File: config.mk
export PLATFORM = sky130hd
export DESIGN_NAME = dual_uart_fifo_registers
export DESIGN_NICKNAME = d
export VERILOG_FILES = /design/src/rtl/core/duf_pkg.sv /design/src/rtl/core/duf_ctrl.sv /design/src/rtl/core/duf_datapath.sv /design/src/rtl/core/dual_uart_fifo_registers.sv
export SDC_FILE = /design/constraint.sdc
export NUM_CORES = 1
export LEC_CHECK = 0
export BUFFER_PORTS_ARGS = -buffer_cell sky130_fd_sc_hd__buf_4
export CORE_MARGIN = 2
export CORE_UTILIZATION = 60
export CTS_CLUSTER_DIAMETER = 200
export DETAILED_ROUTE_END_ITERATION = 10
export GPL_TIMING_DRIVEN = 0
export PLACE_DENSITY = 0.77
export SYNTH_ARGS = -nofsm -noshare
export SYNTH_HDL_FRONTEND = slang
export SYNTH_SLANG_ARGS = --single-unit
File: constraint.sdc
create_clock -name clk -period 10.8 [get_ports clk]
set_input_delay 1.08 -clock clk [delete_from_list [all_inputs] [get_ports clk]]
set_output_delay 1.08 -clock clk [all_outputs]
set_load 0.05 [all_outputs]
File: src/rtl/core/duf_pkg.sv
// ---------------------------------------------------------------------------
// duf_pkg
// Types, codes, sizes and helper functions of the dual UART register block.
// ---------------------------------------------------------------------------
package duf_pkg;

    // FIFO sizes
    localparam int RX_DEPTH = 16;
    localparam int TX_DEPTH = 16;
    localparam int RX_PTR_W = (RX_DEPTH > 1) ? $clog2(RX_DEPTH) : 1;
    localparam int TX_PTR_W = (TX_DEPTH > 1) ? $clog2(TX_DEPTH) : 1;
    localparam int RX_CNT_W = $clog2(RX_DEPTH + 1);
    localparam int TX_CNT_W = $clog2(TX_DEPTH + 1);

    // Stream and configuration port widths
    localparam int S_TDATA_W  = 24;
    localparam int S_TUSER_W  = 3;
    localparam int M_TDATA_W  = 32;
    localparam int M_TUSER_W  = 2;
    localparam int CFG_IDX_W  = 1;
    localparam int CFG_DATA_W = 3;

    // Configuration register indexes
    localparam logic [CFG_IDX_W-1:0] CFG_LVL0 = CFG_IDX_W'(0);
    localparam logic [CFG_IDX_W-1:0] CFG_LVL1 = CFG_IDX_W'(1);

    // Request kinds
    localparam logic [1:0] REQ_READ  = 2'd0;
    localparam logic [1:0] REQ_WRITE = 2'd1;
    localparam logic [1:0] REQ_LINE  = 2'd2;
    localparam logic [1:0] REQ_POLL  = 2'd3;

    // Register offsets within one channel
    localparam logic [1:0] OFF_TX      = 2'd0;
    localparam logic [1:0] OFF_RX      = 2'd1;
    localparam logic [1:0] OFF_STATUS  = 2'd2;
    localparam logic [1:0] OFF_CONTROL = 2'd3;
    localparam logic [3:0] MAP_SIZE    = 4'd8;

    // Status bits
    localparam int ST_RX_READY = 0;
    localparam int ST_TX_EMPTY = 1;
    localparam int ST_OVERRUN  = 2;
    localparam int ST_FRAME    = 3;
    localparam int ST_BREAK    = 4;
    localparam logic [4:0] ST_ERR_MASK = 5'b11100;
    localparam logic [4:0] ST_RESET    = 5'b00010;

    // Control bits
    localparam int CT_TX_EN     = 0;
    localparam int CT_RX_EN     = 1;
    localparam int CT_TX_INT    = 2;
    localparam int CT_RX_INT    = 3;
    localparam int CT_LOOPBACK  = 4;
    localparam int CT_RESET_ERR = 5;

    // Interrupt level reset values
    localparam logic [2:0] LVL0_RESET = 3'd4;
    localparam logic [2:0] LVL1_RESET = 3'd3;

    // Controller to datapath commands
    typedef struct packed {
        logic load;      // capture the accepted item
        logic exec;      // apply one step to the selected channel
        logic poll_ch;   // channel served by a poll step
        logic load_out;  // write the result register
    } duf_cmd_t;

    // Datapath to controller status
    typedef struct packed {
        logic is_poll;
    } duf_stat_t;

    // Channel asks for service
    function automatic logic chan_active(input logic [4:0] st, input logic [5:0] ctl);
        chan_active = (st[ST_TX_EMPTY] & ctl[CT_TX_INT]) | (st[ST_RX_READY] & ctl[CT_RX_INT]);
    endfunction

    // Priority rule: take own level, drop to zero, or hold for the other channel
    function automatic logic [2:0] irq_update(input logic [2:0] cur, input logic self_act,
                                              input logic other_act, input logic [2:0] level);
        if (self_act)
        begin
            irq_update = level;
        end
        else if (!other_act)
        begin
            irq_update = 3'd0;
        end
        else
        begin
            irq_update = cur;
        end
    endfunction

endpackage

File: src/rtl/core/duf_ctrl.sv
// ---------------------------------------------------------------------------
// duf_ctrl
// Sequencer: accepts an item, runs its steps and hands off the result.
// ---------------------------------------------------------------------------
module duf_ctrl (
    input  logic               clk,
    input  logic               rst_n,
    input  logic               s_tvalid,
    output logic               s_tready,
    output logic               m_tvalid,
    input  logic               m_tready,
    output duf_pkg::duf_cmd_t  cmd,
    input  duf_pkg::duf_stat_t stat
);

    localparam logic [1:0] ST_IDLE  = 2'd0;
    localparam logic [1:0] ST_EXEC  = 2'd1;
    localparam logic [1:0] ST_POLL1 = 2'd2;

    logic [1:0] state_reg;
    logic [1:0] state_next;
    logic       out_valid_reg;
    logic       out_valid_next;
    logic       out_free;

    // Result register can take a new value
    assign out_free = !out_valid_reg || m_tready;
    assign s_tready = (state_reg == ST_IDLE);
    assign m_tvalid = out_valid_reg;

    // Next state and commands
    always_comb
    begin
        cmd        = '0;
        state_next = state_reg;
        case (state_reg)
            ST_IDLE:
            begin
                if (s_tvalid)
                begin
                    cmd.load   = 1'b1;
                    state_next = ST_EXEC;
                end
            end
            ST_EXEC:
            begin
                if (stat.is_poll)
                begin
                    cmd.exec   = 1'b1;
                    state_next = ST_POLL1;
                end
                else if (out_free)
                begin
                    cmd.exec     = 1'b1;
                    cmd.load_out = 1'b1;
                    state_next   = ST_IDLE;
                end
            end
            ST_POLL1:
            begin
                if (out_free)
                begin
                    cmd.exec     = 1'b1;
                    cmd.poll_ch  = 1'b1;
                    cmd.load_out = 1'b1;
                    state_next   = ST_IDLE;
                end
            end
            default:
            begin
                state_next = ST_IDLE;
            end
        endcase
    end

    // Hold the result until the transfer completes
    always_comb
    begin
        if (cmd.load_out)
        begin
            out_valid_next = 1'b1;
        end
        else if (m_tready)
        begin
            out_valid_next = 1'b0;
        end
        else
        begin
            out_valid_next = out_valid_reg;
        end
    end

    always_ff @(posedge clk or negedge rst_n)
    begin
        if (!rst_n)
        begin
            state_reg     <= ST_IDLE;
            out_valid_reg <= 1'b0;
        end
        else
        begin
            state_reg     <= state_next;
            out_valid_reg <= out_valid_next;
        end
    end

endmodule

File: src/rtl/core/duf_datapath.sv
// ---------------------------------------------------------------------------
// duf_datapath
// Register map, FIFOs and interrupt level of both channels.
// ---------------------------------------------------------------------------
module duf_datapath (
    input  logic                                clk,
    input  logic                                rst_n,
    input  duf_pkg::duf_cmd_t                   cmd,
    output duf_pkg::duf_stat_t                  stat,
    input  logic [1:0]                          req_type,
    input  logic [3:0]                          address,
    input  logic [7:0]                          write_data,
    input  logic                                channel,
    input  logic [7:0]                          rx_byte,
    input  logic                                cfg_we,
    input  logic [duf_pkg::CFG_IDX_W-1:0]       cfg_index,
    input  logic [duf_pkg::CFG_DATA_W-1:0]      cfg_data,
    output logic [duf_pkg::M_TDATA_W-1:0]       out_tdata,
    output logic [duf_pkg::M_TUSER_W-1:0]       out_tuser
);

    // Captured item
    logic [1:0] req_type_reg;
    logic [3:0] address_reg;
    logic [7:0] write_data_reg;
    logic       channel_reg;
    logic [7:0] rx_byte_reg;

    // Per-channel state
    logic [2:0] lvl_reg      [2];
    logic [5:0] ctl_reg      [2];
    logic [4:0] st_reg       [2];
    logic [7:0] rx_hold_reg  [2];
    logic [duf_pkg::RX_PTR_W-1:0] rx_head_reg  [2];
    logic [duf_pkg::RX_CNT_W-1:0] rx_count_reg [2];
    logic [duf_pkg::TX_PTR_W-1:0] tx_head_reg  [2];
    logic [duf_pkg::TX_CNT_W-1:0] tx_count_reg [2];
    logic [7:0] rx_mem_reg [2][duf_pkg::RX_DEPTH];
    logic [7:0] tx_mem_reg [2][duf_pkg::TX_DEPTH];
    logic [2:0] irq_reg;
    logic [2:0] irq_next;

    // Channel 0 poll result kept until the result register is written
    logic       keep_v_reg;
    logic [7:0] keep_b_reg;

    logic [duf_pkg::M_TDATA_W-1:0] out_tdata_reg;
    logic [duf_pkg::M_TUSER_W-1:0] out_tuser_reg;

    // Selected channel view
    logic       is_poll;
    logic       sel;
    logic       in_map;
    logic       other_act;
    logic [5:0] ctl;
    logic [4:0] st;
    logic [duf_pkg::RX_PTR_W-1:0] rxh;
    logic [duf_pkg::RX_CNT_W-1:0] rxc;
    logic [duf_pkg::TX_PTR_W-1:0] txh;
    logic [duf_pkg::TX_CNT_W-1:0] txc;
    logic [7:0] rx_head_data;
    logic [7:0] tx_head_data;
    logic [duf_pkg::RX_CNT_W:0]   rx_sum;
    logic [duf_pkg::TX_CNT_W:0]   tx_sum;
    logic [duf_pkg::RX_PTR_W-1:0] rx_tail;
    logic [duf_pkg::TX_PTR_W-1:0] tx_tail;
    logic [duf_pkg::RX_PTR_W-1:0] rx_head_inc;
    logic [duf_pkg::TX_PTR_W-1:0] tx_head_inc;

    // Step results
    logic [5:0] ctl_next;
    logic [4:0] st_next;
    logic [7:0] hold_next;
    logic [duf_pkg::RX_PTR_W-1:0] rxh_next;
    logic [duf_pkg::RX_CNT_W-1:0] rxc_next;
    logic [duf_pkg::TX_PTR_W-1:0] txh_next;
    logic [duf_pkg::TX_CNT_W-1:0] txc_next;
    logic       rx_we;
    logic [7:0] rx_wdata;
    logic       tx_we;
    logic       do_line;
    logic [7:0] line_b;
    logic [7:0] rd;
    logic       step_txv;
    logic [7:0] step_txb;
    logic       tx1_v;
    logic [7:0] tx1_b;

    assign is_poll      = (req_type_reg == duf_pkg::REQ_POLL);
    assign stat.is_poll = is_poll;

    // Pick the channel the step works on
    always_comb
    begin
        if (is_poll)
        begin
            sel = cmd.poll_ch;
        end
        else if (req_type_reg == duf_pkg::REQ_LINE)
        begin
            sel = channel_reg;
        end
        else
        begin
            sel = address_reg[2];
        end
    end

    assign in_map       = (address_reg < duf_pkg::MAP_SIZE);
    assign ctl          = ctl_reg[sel];
    assign st           = st_reg[sel];
    assign rxh          = rx_head_reg[sel];
    assign rxc          = rx_count_reg[sel];
    assign txh          = tx_head_reg[sel];
    assign txc          = tx_count_reg[sel];
    assign other_act    = duf_pkg::chan_active(st_reg[~sel], ctl_reg[~sel]);
    assign rx_head_data = rx_mem_reg[sel][rxh];
    assign tx_head_data = tx_mem_reg[sel][txh];

    // FIFO tail and head advance with wrap
    assign rx_sum  = (duf_pkg::RX_CNT_W+1)'(rxh) + (duf_pkg::RX_CNT_W+1)'(rxc);
    assign tx_sum  = (duf_pkg::TX_CNT_W+1)'(txh) + (duf_pkg::TX_CNT_W+1)'(txc);
    assign rx_tail = (rx_sum >= (duf_pkg::RX_CNT_W+1)'(duf_pkg::RX_DEPTH))
                   ? duf_pkg::RX_PTR_W'(rx_sum - (duf_pkg::RX_CNT_W+1)'(duf_pkg::RX_DEPTH))
                   : duf_pkg::RX_PTR_W'(rx_sum);
    assign tx_tail = (tx_sum >= (duf_pkg::TX_CNT_W+1)'(duf_pkg::TX_DEPTH))
                   ? duf_pkg::TX_PTR_W'(tx_sum - (duf_pkg::TX_CNT_W+1)'(duf_pkg::TX_DEPTH))
                   : duf_pkg::TX_PTR_W'(tx_sum);
    assign rx_head_inc = (rxh == duf_pkg::RX_PTR_W'(duf_pkg::RX_DEPTH - 1)) ? '0 : rxh + 1'b1;
    assign tx_head_inc = (txh == duf_pkg::TX_PTR_W'(duf_pkg::TX_DEPTH - 1)) ? '0 : txh + 1'b1;

    // One step on the selected channel: request, then loopback byte, then poll empty check
    always_comb
    begin
        ctl_next  = ctl;
        st_next   = st;
        hold_next = rx_hold_reg[sel];
        rxh_next  = rxh;
        rxc_next  = rxc;
        txh_next  = txh;
        txc_next  = txc;
        irq_next  = irq_reg;
        rx_we     = 1'b0;
        rx_wdata  = rx_byte_reg;
        tx_we     = 1'b0;
        do_line   = 1'b0;
        line_b    = rx_byte_reg;
        rd        = 8'd0;
        step_txv  = 1'b0;
        step_txb  = 8'd0;

        case (req_type_reg)
            duf_pkg::REQ_READ:
            begin
                if (in_map)
                begin
                    case (address_reg[1:0])
                        duf_pkg::OFF_RX:
                        begin
                            if (rxc != '0)
                            begin
                                hold_next = rx_head_data;
                                rxh_next  = rx_head_inc;
                                rxc_next  = rxc - 1'b1;
                                if (rxc == duf_pkg::RX_CNT_W'(1))
                                begin
                                    st_next[duf_pkg::ST_RX_READY] = 1'b0;
                                    irq_next = duf_pkg::irq_update(irq_reg,
                                        duf_pkg::chan_active(st_next, ctl), other_act,
                                        lvl_reg[sel]);
                                end
                            end
                            rd = hold_next;
                        end
                        duf_pkg::OFF_STATUS:
                        begin
                            rd = {3'b000, st};
                        end
                        duf_pkg::OFF_CONTROL:
                        begin
                            rd = {2'b00, ctl};
                        end
                        default:
                        begin
                            rd = 8'd0;
                        end
                    endcase
                end
            end
            duf_pkg::REQ_WRITE:
            begin
                if (in_map)
                begin
                    case (address_reg[1:0])
                        duf_pkg::OFF_TX:
                        begin
                            if (ctl[duf_pkg::CT_TX_EN] &&
                                (txc < duf_pkg::TX_CNT_W'(duf_pkg::TX_DEPTH)))
                            begin
                                tx_we    = 1'b1;
                                txc_next = txc + 1'b1;
                                st_next[duf_pkg::ST_TX_EMPTY] = 1'b0;
                                irq_next = duf_pkg::irq_update(irq_reg,
                                    duf_pkg::chan_active(st_next, ctl), other_act,
                                    lvl_reg[sel]);
                            end
                        end
                        duf_pkg::OFF_STATUS:
                        begin
                            st_next = st & ~(write_data_reg[4:0] & duf_pkg::ST_ERR_MASK);
                        end
                        duf_pkg::OFF_CONTROL:
                        begin
                            ctl_next = write_data_reg[5:0];
                            if (!ctl[duf_pkg::CT_TX_EN] && write_data_reg[duf_pkg::CT_TX_EN])
                            begin
                                st_next[duf_pkg::ST_TX_EMPTY] = 1'b1;
                            end
                            if (write_data_reg[duf_pkg::CT_RESET_ERR])
                            begin
                                st_next = st_next & ~duf_pkg::ST_ERR_MASK;
                            end
                            irq_next = duf_pkg::irq_update(irq_reg,
                                duf_pkg::chan_active(st_next, ctl_next), other_act,
                                lvl_reg[sel]);
                        end
                        default:
                        begin
                            st_next = st;
                        end
                    endcase
                end
            end
            duf_pkg::REQ_LINE:
            begin
                do_line = 1'b1;
            end
            default:
            begin
                if (ctl[duf_pkg::CT_TX_EN] && (txc != '0))
                begin
                    step_txv = 1'b1;
                    step_txb = tx_head_data;
                    txh_next = tx_head_inc;
                    txc_next = txc - 1'b1;
                    line_b   = tx_head_data;
                    do_line  = ctl[duf_pkg::CT_LOOPBACK];
                end
            end
        endcase

        // Queue a line or loopback byte, or flag overrun
        if (do_line && ctl[duf_pkg::CT_RX_EN])
        begin
            if (rxc < duf_pkg::RX_CNT_W'(duf_pkg::RX_DEPTH))
            begin
                rx_we    = 1'b1;
                rx_wdata = line_b;
                rxc_next = rxc + 1'b1;
                st_next[duf_pkg::ST_RX_READY] = 1'b1;
                irq_next = duf_pkg::irq_update(irq_next,
                    duf_pkg::chan_active(st_next, ctl), other_act, lvl_reg[sel]);
            end
            else
            begin
                st_next[duf_pkg::ST_OVERRUN] = 1'b1;
            end
        end

        // Poll finding the transmit FIFO empty
        if (is_poll && ctl[duf_pkg::CT_TX_EN] && (txc_next == '0))
        begin
            st_next[duf_pkg::ST_TX_EMPTY] = 1'b1;
            irq_next = duf_pkg::irq_update(irq_next,
                duf_pkg::chan_active(st_next, ctl), other_act, lvl_reg[sel]);
        end
    end

    // Channel 1 byte only shows on the final poll step
    assign tx1_v = is_poll & step_txv;
    assign tx1_b = is_poll ? step_txb : 8'd0;

    // Capture the accepted item
    always_ff @(posedge clk)
    begin
        if (cmd.load)
        begin
            req_type_reg   <= req_type;
            address_reg    <= address;
            write_data_reg <= write_data;
            channel_reg    <= channel;
            rx_byte_reg    <= rx_byte;
        end
    end

    // FIFO storage
    always_ff @(posedge clk)
    begin
        if (cmd.exec && rx_we)
        begin
            rx_mem_reg[sel][rx_tail] <= rx_wdata;
        end
        if (cmd.exec && tx_we)
        begin
            tx_mem_reg[sel][tx_tail] <= write_data_reg;
        end
    end

    // Result register
    always_ff @(posedge clk)
    begin
        if (cmd.load_out)
        begin
            out_tdata_reg <= {5'b00000, irq_next, tx1_b, keep_b_reg, rd};
            out_tuser_reg <= {tx1_v, keep_v_reg};
        end
    end

    // Channel state, interrupt level and configuration
    always_ff @(posedge clk or negedge rst_n)
    begin
        if (!rst_n)
        begin
            for (int i = 0; i < 2; i++)
            begin
                ctl_reg[i]      <= '0;
                st_reg[i]       <= duf_pkg::ST_RESET;
                rx_hold_reg[i]  <= '0;
                rx_head_reg[i]  <= '0;
                rx_count_reg[i] <= '0;
                tx_head_reg[i]  <= '0;
                tx_count_reg[i] <= '0;
            end
            lvl_reg[0] <= duf_pkg::LVL0_RESET;
            lvl_reg[1] <= duf_pkg::LVL1_RESET;
            irq_reg    <= '0;
            keep_v_reg <= 1'b0;
            keep_b_reg <= '0;
        end
        else
        begin
            if (cfg_we)
            begin
                lvl_reg[cfg_index] <= cfg_data;
            end
            if (cmd.load)
            begin
                keep_v_reg <= 1'b0;
                keep_b_reg <= '0;
            end
            if (cmd.exec)
            begin
                ctl_reg[sel]      <= ctl_next;
                st_reg[sel]       <= st_next;
                rx_hold_reg[sel]  <= hold_next;
                rx_head_reg[sel]  <= rxh_next;
                rx_count_reg[sel] <= rxc_next;
                tx_head_reg[sel]  <= txh_next;
                tx_count_reg[sel] <= txc_next;
                irq_reg           <= irq_next;
                if (is_poll && !cmd.poll_ch)
                begin
                    keep_v_reg <= step_txv;
                    keep_b_reg <= step_txb;
                end
            end
        end
    end

    assign out_tdata = out_tdata_reg;
    assign out_tuser = out_tuser_reg;

endmodule

File: src/rtl/core/dual_uart_fifo_registers.sv
// ---------------------------------------------------------------------------
// dual_uart_fifo_registers
// Each item is captured in IDLE and executed in EXEC; a poll tick adds a second step (POLL1)
// for channel 1. The result register is written in the last step. A new item is accepted only
// in IDLE, after the previous result is written, so a stalled result holds input off.
// Reset: asynchronous; FIFOs empty, both channels disabled, no storage sweep.
// ---------------------------------------------------------------------------
module dual_uart_fifo_registers (
    input  logic                              clk,
    input  logic                              rst_n,
    input  logic                              s_axis_tvalid,
    output logic                              s_axis_tready,
    // address[3:0], write_data[11:4], rx_byte[19:12], zero[23:20]
    input  logic [duf_pkg::S_TDATA_W-1:0]     s_axis_tdata,
    // req_type[1:0], channel[2]
    input  logic [duf_pkg::S_TUSER_W-1:0]     s_axis_tuser,
    output logic                              m_axis_tvalid,
    input  logic                              m_axis_tready,
    // read_data[7:0], tx0_byte[15:8], tx1_byte[23:16], irq_level[26:24], zero[31:27]
    output logic [duf_pkg::M_TDATA_W-1:0]     m_axis_tdata,
    // tx0_valid[0], tx1_valid[1]
    output logic [duf_pkg::M_TUSER_W-1:0]     m_axis_tuser,
    input  logic                              cfg_we,
    input  logic [duf_pkg::CFG_IDX_W-1:0]     cfg_index,
    input  logic [duf_pkg::CFG_DATA_W-1:0]    cfg_data
);

    duf_pkg::duf_cmd_t  cmd;
    duf_pkg::duf_stat_t stat;

    // Sequencer
    duf_ctrl u_ctrl (
        .clk      (clk),
        .rst_n    (rst_n),
        .s_tvalid (s_axis_tvalid),
        .s_tready (s_axis_tready),
        .m_tvalid (m_axis_tvalid),
        .m_tready (m_axis_tready),
        .cmd      (cmd),
        .stat     (stat)
    );

    // Register map and FIFOs
    duf_datapath u_datapath (
        .clk        (clk),
        .rst_n      (rst_n),
        .cmd        (cmd),
        .stat       (stat),
        .req_type   (s_axis_tuser[1:0]),
        .address    (s_axis_tdata[3:0]),
        .write_data (s_axis_tdata[11:4]),
        .channel    (s_axis_tuser[2]),
        .rx_byte    (s_axis_tdata[19:12]),
        .cfg_we     (cfg_we),
        .cfg_index  (cfg_index),
        .cfg_data   (cfg_data),
        .out_tdata  (m_axis_tdata),
        .out_tuser  (m_axis_tuser)
    );

endmodule

; After elaboration in Yosys (flattened, before gate mapping)
; Memory sizes are Yosys's and may differ from the RTL's.
; Index checks and enable logic that the tools add are counted.
[word_totals]
regBits = 147
latchBits = 0
mem_bits_rw = 512
rom_bits = 0
inputBits = 36
out_inout_bits = 36
word_cells = 291
mem_count = 2
[classes]
n_addsub = 10
n_mul = 0
div = 0
magnitude_cmp = 16
eq_ne = 12
n_shift = 0
muxes = 170
n_bitwise = 23
n_reduce_logical = 28
[memory_table]
columns = memory, depth, width, rd, rd_clocked_by_memory_dff, write_ports, line_no
row1 = u_datapath.rx_mem_reg, 2, 128, 1, 0, 1, duf_datapath.sv:38  ; logic [7:0] rx_mem_reg [2][duf_pkg::RX_DEPTH];
row2 = u_datapath.tx_mem_reg, 2, 128, 1, 0, 1, duf_datapath.sv:39  ; logic [7:0] tx_mem_reg [2][duf_pkg::TX_DEPTH];
[op_table]
columns = operator, n
row1 = 2-to-1 mux 128 bit, 2
row2 = 2-to-1 mux 8 bit, 23
row3 = 2-to-1 mux 5 bit, 25
row4 = 2-to-1 mux 4 bit, 21
row5 = 2-to-1 mux 3 bit, 22
row6 = binary-select mux 8 bit (select 4 bit), 2
row7 = demux 8 bit (select 4 bit), 2
row8 = 2-to-1 mux 6 bit, 7
row9 = 2-to-1 mux 1 bit, 35
row10 = bitwise mux 10 bit, 3
row11 = case mux 8 bit (3 select lines), 1
row12 = greater-or-equal comparator 5 bit (second input constant), 4
row13 = NOT 4 -> 5 bit, 4
row14 = case mux 3 bit (2 select lines), 3
row15 = bitwise mux 16 bit, 1
row16 = bitwise mux 8 bit, 2
row17 = logical AND 1 bit, 13
row18 = adder 4 x 5 -> 6 bit, 2
row19 = bitwise mux 12 bit, 1
row20 = greater-or-equal comparator 6 x 5 -> 1 bit (second input constant), 2
row21 = 2-to-1 mux 2 bit, 6
row22 = adder 5 x 1 -> 5 bit (second input constant), 2
row23 = equality test 2 bit (second input constant), 5
row24 = < comparator 5 x 1 -> 1 bit (second input constant), 2
row25 = 36 further kinds, 69

; Logic depth before layout (Yosys ltp)
; Gate-level depths: netlist (run 1).
[logic_depth]
depth_word = 29
mapped_depth = 22

; Modules after synthesis
; Synthesis (run 1) repeated with hierarchy kept, for this count alone.
[hier_totals]
hier_cells = 1984
area_unflattened_um2 = 28474.8
[by_module_without_submodules]
columns = mod, n_inst, cells_per_inst, area_each_um2
row1 = duf_datapath, 1, 1956, 28212.1
row2 = duf_ctrl, 1, 28, 262.8

; Worst setup path after synthesis (run 1)
; Ideal clock, no wire load.
[synth_timing]
path_type = input to register
start = input port m_axis_tready
end = memory u_datapath.rx_mem_reg[0][102] (netlist name), data pin
setup_ps = 454
arrival_time_ps = 5201
slack_ps = 5145
stages = 15
n_path_buf = 6
path_cell_list = nor2b_1 o311a_1 buf_4 buf_6 buf_4 buf_2 buf_2 mux2i_1 ha_1 or4b_1 nand3_1 mux2_2 a211o_1 buf_1 o21ai_0
[synth_between]
elab_chain_cells = 16
word_cells_on_any_way = 32
classes_between = 1 x order compare / 24 x mux / 2 x bitwise / 4 x reduce/logical / 1 x memory
[synth_lines]
columns = element, line_no
row1 = "start, declared", dual_uart_fifo_registers.sv:18  ; input logic m_axis_tready,
row2 = logical OR 1 bit *, duf_ctrl.sv:27  ; assign out_free = !out_valid_reg || m_tready;
row3 = 2-to-1 mux 3 bit *, duf_ctrl.sv:61  ; if (out_free)
row4 = 2-to-1 mux 1 bit *, duf_ctrl.sv:36  ; case (state_reg)
row5 = 2-to-1 mux 1 bit *, duf_datapath.sv:95  ; if (is_poll)
row6 = NOT 1 -> 2 bit (not written as such), --
row7 = 2-to-1 mux 4 bit (not written as such) (3 in a row), duf_datapath.sv:114  ; assign txh = tx_head_reg[sel];
row8 = NOT 4 -> 5 bit (not written as such), duf_datapath.sv:118  ; assign tx_head_data = tx_mem_reg[sel][txh];
row9 = binary-select mux 8 bit (select 4 bit), duf_datapath.sv:118
row10 = 2-to-1 mux 8 bit (not written as such) (2 in a row), duf_datapath.sv:118
row11 = 2-to-1 mux 8 bit, duf_datapath.sv:240  ; if (ctl[duf_pkg::CT_TX_EN] && (txc != '0))
row12 = 2-to-1 mux 8 bit, duf_datapath.sv:152  ; case (req_type_reg)
row13 = 2-to-1 mux 8 bit, duf_datapath.sv:255  ; if (rxc < duf_pkg::RX_CNT_W'(duf_pkg::RX_DEPTH))
row14 = 2-to-1 mux 8 bit *, duf_datapath.sv:253  ; if (do_line && ctl[duf_pkg::CT_RX_EN])
row15 = via u_datapath.rx_wdata[6], duf_datapath.sv:79  ; logic [7:0] rx_wdata;
row16 = "end, declared", duf_datapath.sv:38
; Mark *: on every way through the listed nets, which the timed path passes. The rest lies on a longest branch. The select of a mux whose other input is x is not followed.

; Worst setup path after layout (run 1)
[layout_timing]
start = input port m_axis_tready
end = memory u_datapath.rx_mem_reg[1][95] (netlist name), enable pin
[layout_between]
elab_chain_cells = 17
word_cells_on_any_way = 41
classes_between = 2 x add/sub / 4 x order compare / 27 x mux / 2 x bitwise / 6 x reduce/logical
[layout_lines]
columns = element, line_no
row1 = logical OR 1 bit *, duf_ctrl.sv:27
row2 = 2-to-1 mux 3 bit, duf_ctrl.sv:61
row3 = 2-to-1 mux 1 bit, duf_ctrl.sv:36
row4 = 2-to-1 mux 1 bit, duf_datapath.sv:95
row5 = NOT 1 -> 2 bit (not written as such), --
row6 = 2-to-1 mux 4 bit (not written as such) (tied with other cells) (3 in a row), duf_datapath.sv:112  ; assign rxh = rx_head_reg[sel];
row7 = adder 4 x 5 -> 6 bit / nonzero test 5 bit (equally long branches), "duf_datapath.sv:121, duf_datapath.sv:240"
row8 = greater-or-equal comparator 6 x 5 -> 1 bit (tied with other cells), duf_datapath.sv:123  ; assign rx_tail = (rx_sum >= (duf_pkg::RX_CNT_W+1)'(duf_pkg::RX_DEPTH))
row9 = 2-to-1 mux 4 bit / 2-to-1 mux 1 bit (equally long branches), "duf_datapath.sv:124, duf_datapath.sv:240"
row10 = NOT 4 -> 5 bit (not written as such) / case mux 1 bit (2 select lines) (equally long branches), "duf_datapath.sv:301, duf_datapath.sv:152"
row11 = greater-or-equal comparator 5 bit (not written as such) (tied with other cells), duf_datapath.sv:301  ; rx_mem_reg[sel][rx_tail] <= rx_wdata;
row12 = logical AND 1 bit (not written as such) / 2-to-1 mux 1 bit (equally long branches), "duf_datapath.sv:301, duf_datapath.sv:253"
row13 = 2-to-1 mux 8 bit (not written as such) / logical AND 1 bit (equally long branches), "duf_datapath.sv:301, duf_datapath.sv:299"
row14 = demux 8 bit (select 4 bit) / 2-to-1 mux 1 bit (equally long branches), "duf_datapath.sv:301, duf_datapath.sv:299"
row15 = 2-to-1 mux 128 bit (not written as such), duf_datapath.sv:301
; Mark *: on every way between the ends. The rest lies on a longest branch, timed or not. The select of a mux whose other input is x is not followed.

==> out/summary.txt, run 1 <==
Startpoint Class: input pin
via count: 18.4k
mean number of vias per cell: 6.66
CP Class: input pin to flop
max-cap violation count: 0
Initial DRC Count: 2,507
Worst EP required: 11.02 ns
Seq cells post-synth: 659
Initial Util: 60.9%
fmax: 140 MHz
endpoints failing setup: 0
Post-synth EDFFs: 564
clk_skew: 0.0313 ns
worst hold slack: 0.474 ns
fin crit period: 7.13 ns
Layout fillers: 3,157
Max-Slew Margin vs Limit: 1.21%
Die Y: 222 um
fin. max-slew vios: 0
area of the multi-input gates: 8530 um^2
worst vdd ir: 0.212 mV
Lkg Pwr: 11.1 nW
Post-Syn Instances: 1,957
commonest non-fill, non-tap cells in the layout: 564 x edfxtp_1, 226 x nand2_1, 138 x mux2i_1, 123 x nor2_1, 102 x a21oi_1
CTS H-Tree Depth: 3
total die area: 49,100 um^2
sequential fraction of the synthesis area: 68.0%
Ys Warns: 0
outcome: complete, no violations
CTS Buf Count: 68
first-pass GRT wire length: 117,000 um
final worst path period share: 66.0%
iteration count of the initial detailed-routing pass: 6
antenna violation net count after detailed routing: 0
final hold violations: 0
Layout area overhead: 12.9%
P per Cell Area: 212 nW/um^2
number of global-route vias before repair: 18.0k
TritonCTS clock tree: yes
storage element area: 19,300 um^2
post-CTS setup buffer count: 0
Setup crit end kind: flop
drt wl/cell: 28.7 um
cell area after synthesis: 28,400 um^2
# rows: 79
nets: 2,166
port bufs: 62
worst-path fanout max: 10
Hold-fix buffers, CTS: 0
largest net degree at the start of global routing: 96
syn_area_per_cell: 14.5 um^2
hold crit path type: flop to flop
Async SR Flop Fraction: 14.4%
most common cell after layout, fill and taps aside: edfxtp_1
Main synth FF type: edfxtp_1
GRT Total Usage: 32.6%
Inserted Diodes: 0
RSZ-0062 raised after global routing: no
core footprint: 46,700 um^2
CTS root buf: clkbuf_16
hpwl dp: 53,800 um
num ports: 72
initial antenna violation count: 0
# resized after CTS: 0
Die Wd: 222 um
# clock sinks: 659
grt ovf: 0
routability cong.: 0.957
clock buffer depth: 3
CTS clk-pin slew, worst paths: 0.06 ns
library cells used by synthesis: 72
CP Data Arrival Time: 7.34 ns
fraction of layout cells with a size suffix above 1: 15.7%
Total Wirelength: 79,300 um
final setup TNS: 0 ns
worst slew pin tran: 1.48 ns
drc violations: 0
worst skew pair latency: 0.61 ns
[per-stage QoR]
| stage | worst slack (ns) | util, % | instances | power (mW) | cell area (um^2) |
|---|---|---|---|---|---|
| after global routing | 3.46 | 68.7 | 2761 | 7.01 | 32100 |
| final | 3.67 | 68.7 | 2761 | 6.81 | 32100 |
| after global placement | 1.98 | 63.5 | 2630 | 4.47 | 29600 |
| after CTS | 3.77 | 68.6 | 2758 | 6.78 | 32000 |
| after floorplan | 5.14 | - | 1961 | 3.95 | 28400 |
| after detailed placement | 3.15 | 64.1 | 2639 | 4.53 | 29900 |
[critical path: stages]
cell	delay (ns)
buf_4	0.11
nor2b_1	0.47
o311a_1	0.22
buf_4	0.23
buf_6	0.22
buf_4	0.25
buf_2	0.44
buf_2	0.40
mux2i_1	0.27
ha_1	0.30
or4b_1	0.20
nand3_1	0.07
mux2_2	0.32
a221oi_1	0.49
clkbuf_1	0.46
nor3b_2	0.56
nand2b_1	0.32
nor3_1	0.88
[area by class of cell]
| cell class | instances | area share, % |
|---|---|---|
| inverter | 30 | 0.351 |
| timing repair buffer | 74 | 2.26 |
| buffer | 106 | 1.60 |
| multi-input combinational | 1166 | 26.6 |
| sequential | 659 | 60.2 |
| clock buffer | 91 | 5.80 |
| tap | 607 | 2.37 |
| clock inverter | 28 | 0.792 |
[worst paths after layout]
check                                                from  slack [ns]  cells after the start                           end
worst max-delay path                        m_axis_tready        3.67                     18  u_datapath.rx_mem_reg[1][95]
worst min-delay path            u_datapath.rx_head_reg[2]        0.47                      1     u_datapath.rx_head_reg[2]
worst max register to register        u_ctrl.state_reg[0]        3.87                     19  u_datapath.rx_mem_reg[1][95]
worst min register to register  u_datapath.rx_head_reg[2]        0.47                      1     u_datapath.rx_head_reg[2]
max in group asynchronous                           rst_n        9.59                      1     u_datapath.tx_head_reg[1]
min in group asynchronous                           rst_n        0.56                      1         u_datapath.lvl_reg[4]
[routing by layer]
layer  track usage [%]  up-vias  part of all wire, %
met5                 0        -                    0
met4              13.3        0                  4.4
met3              5.16      220                  8.4
met2              52.5     1110                   48
met1              45.1     9280                   39
li1                  -     7767                    -
[synthesized netlist by cell type (all sizes together), types with 4 or more instances]
| library cell | instances | area, um^2 |
|---|---|---|
| clkbuf | 51 | 191 |
| o211ai | 4 | 30.0 |
| mux4 | 68 | 1530 |
| o22ai | 22 | 138 |
| ha | 23 | 288 |
| edfxtp | 564 | 16900 |
| a21boi | 6 | 45.0 |
| nand4 | 4 | 25.0 |
| nand3 | 43 | 215 |
| nand3b | 4 | 30.0 |
| a22o | 4 | 35.0 |
| dfstp | 5 | 131 |
| and2 | 10 | 62.6 |
| nor2 | 127 | 484 |
| o21bai | 6 | 45.0 |
| a311oi | 22 | 193 |
| xor2 | 6 | 52.6 |
| xnor2 | 14 | 123 |
| or3 | 5 | 31.3 |
| a31oi | 6 | 37.5 |
| inv | 28 | 105 |
| buf | 55 | 323 |
| mux2i | 139 | 1400 |
| dfrtp | 90 | 2250 |
| nor3 | 40 | 200 |
| a211oi | 88 | 661 |
| nand2 | 227 | 855 |
| mux2 | 31 | 353 |
| a21oi | 102 | 510 |
| o21ai | 41 | 205 |
| nand2b | 18 | 113 |
| and3 | 12 | 75.1 |
| nor2b | 45 | 282 |
[power by group]
part | leakage, nW | internal (mW) | switching [mW]
registers | 6.38 | 2.97 | 0.151
logic | 3.71 | 0.418 | 0.993
clock network | 1.03 | 1.31 | 0.970
[cells by family after synthesis]
group | count (synthesis) | synth area share [%]
AO/OA/AOI/OAI | 330 | 7.69
other | 1 | 0.0132
multiplexers | 238 | 11.5
buffers and inverters | 136 | 2.21
XOR/XNOR | 20 | 0.617
AND/OR/NAND/NOR | 548 | 8.77
flip-flops | 659 | 68.0
adder cells (fa/ha/maj) | 25 | 1.15
Note: power is estimated with default switching activity, not from simulation.
==> inputs of run 2 (changes only) <==
clock period = 7.05 ns   (was 10.8 ns; I/O delays follow)
==> run 2 against run 1 <==
- register-to-register slack worse by 3.4 ns
- hold slack worse by 0.29 ns
- critical path depth down 1
- non-clock buffer count unchanged
- largest power group unchanged
- highest routed layer unchanged
==> out/summary.txt, run 2 (synthesis results as in run 1) <==
Layout fillers: 3,156 (-0.032%)
drt wl/cell: 28.7 um (unchanged)
grt ovf: 0 (unchanged)
Die Y: 222 um (unchanged)
largest net degree at the start of global routing: 96 (unchanged)
worst slack at placement: -0.225 ns (-3.38 ns)
hpwl dp: 53,800 um (unchanged)
Total Wirelength: 79,300 um (unchanged)
final hold violations: 0 (unchanged)
Lkg Pwr: 11.1 nW (about the same)
worst skew pair latency: 0.61 ns (about the same)
CTS H-Tree Depth: 3 (unchanged)
nets: 2,166 (unchanged)
clock buffer depth: 3 (unchanged)
Max-Slew Margin vs Limit: 2.73% (+1.5 points)
CTS Buf Count: 68 (unchanged)
core footprint: 46,700 um^2 (unchanged)
mean number of vias per cell: 6.60 (-0.82%)
CP Class: flop to flop
max-cap violation count: 0 (unchanged)
via count: 18.2k (-0.82%)
worst vdd ir: 0.323 mV (+53%)
routability cong.: 0.957 (unchanged)
worst-path fanout max: 10 (unchanged)
antenna violation net count after detailed routing: 0 (unchanged)
num ports: 72 (unchanged)
CP Data Arrival Time: 6.85 ns (-0.49 ns)
fmax: 151 MHz
fraction of layout cells with a size suffix above 1: 15.8% (+0.093 points)
Die Wd: 222 um (unchanged)
TritonCTS clock tree: yes
Setup crit end kind: flop
RSZ-0062 raised after global routing: no
drc violations: 0 (unchanged)
Startpoint Class: flop
Buf+Inv Stages, Crit Path: 6 (-1)
# rows: 79 (unchanged)
commonest non-fill, non-tap cells in the layout: 564 x edfxtp_1, 226 x nand2_1, 138 x mux2i_1, 123 x nor2_1, 102 x a21oi_1
worst stage delay on the critical path: 0.63 ns (-0.25 ns)
number of global-route vias before repair: 18.0k (unchanged)
outcome: complete, no violations
fin crit period: 6.61 ns
Inserted Diodes: 0 (unchanged)
delay-heaviest family, CP: simple AND/OR/NAND/NOR gates
clk_skew: 0.0259 ns (-0.00536 ns)
R2R Path End: u_datapath.rx_mem_reg[0][85]
iteration count of the initial detailed-routing pass: 6 (unchanged)
Initial Util: 60.9% (unchanged)
Initial DRC Count: 2,575 (+2.7%)
crit path cell chain: nor2b_1, o311a_1, buf_4, buf_6, buf_4, buf_2, buf_2, mux2i_1, ha_1, or4b_1, nand3_1, mux2_2, a221oi_1, clkbuf_1, nor3b_2, nand2b_1, nor2_1
initial antenna violation count: 0 (unchanged)
total die area: 49,100 um^2 (unchanged)
Layout area overhead: 12.9% (about the same)
setup ws final: 0.437 ns (-3.24 ns)
final setup TNS: 0 ns (unchanged)
Placed Instance Area: 29,900 um^2 (unchanged)
CTS clk-pin slew, worst paths: 0.06 ns (about the same)
port bufs: 62 (unchanged)
most common cell after layout, fill and taps aside: edfxtp_1
Crit-path slowest cell: nor2_1
fin. max-slew vios: 0 (unchanged)
Worst EP required: 7.28 ns (-3.74 ns)
critical register-to-register path startpoint: u_ctrl.m_tvalid
FF-to-FF path depth: 17 (-2)
hold crit path type: input pin to async pin
CTS root buf: clkbuf_16
endpoints failing setup: 0 (unchanged)
worst slew pin tran: 1.46 ns (-0.0229 ns)
P per Cell Area: 325 nW/um^2 (+53%)
worst hold slack: 0.186 ns (-0.287 ns)
Design Area, Final: 32,100 um^2 (about the same)
# clock sinks: 659 (unchanged)
GRT Total Usage: 32.6% (unchanged)
Reg2Reg Setup Slack: 0.44 ns (-3.43 ns)
final worst path period share: 93.8%
first-pass GRT wire length: 117,000 um (unchanged)
## run 2: worst max path at each step
stage,startpoint,cells past startpoint,end
final,u_ctrl.m_tvalid,17,u_datapath.rx_mem_reg[0][85]
after global routing,u_ctrl.m_tvalid,18,u_datapath.irq_reg[1]
after CTS,u_ctrl.m_tvalid,17,u_datapath.rx_mem_reg[1][95]
after detailed placement,m_axis_tready,18,u_datapath.rx_mem_reg[1][88]
after global placement,m_axis_tready,16,u_datapath.rx_mem_reg[1][53]
after floorplan,u_ctrl.m_tvalid,15,u_datapath.rx_mem_reg[0][102]
## run 2: final cells by class
cell class / count / area (um^2) / share of cell area [%]
clock inverter: 28 / 254 / 0.792
sequential: 659 / 19300 / 60.2
multi-input combinational: 1166 / 8540 / 26.6
inverter: 30 / 113 / 0.351
tap: 607 / 759 / 2.37
buffer: 106 / 514 / 1.60
clock buffer: 91 / 1860 / 5.80
timing repair buffer: 74 / 724 / 2.26
## run 2: routing by layer
metal  vias to the layer above  GRT usage (%)  share of wire, %  wire length (um)
met1                      9210           45.1                39             31100
met5                         -              0                 0                 0
met2                      1058           52.5                48             38400
li1                       7767              -                 -                 -
met4                         0           13.3               4.0              3170
met3                       191           5.16               8.4              6690
## run 2: power breakdown
part / leakage (nW) / internal, mW / switching [mW]
clock: 1.03 / 2.00 / 1.49
combinational: 3.72 / 0.640 / 1.52
sequential: 6.38 / 4.56 / 0.231
## run 2: stage by stage
step	total power, mW	instances	util (%)
6_report	10.4	2761	68.8
5_1_grt	10.7	2761	68.8
4_1_cts	10.4	2758	68.6
3_5_place_dp	6.94	2639	64.1
3_3_place_gp	6.84	2630	63.5
2_1_floorplan	6.05	1961	-
## run 2: what timing repair did
action	in CTS	in global routing
setup endpoints to repair	0	16
hold buffers	0	0
resized for setup	0	2
buffers inserted	0	0
hold endpoints to repair	0	0
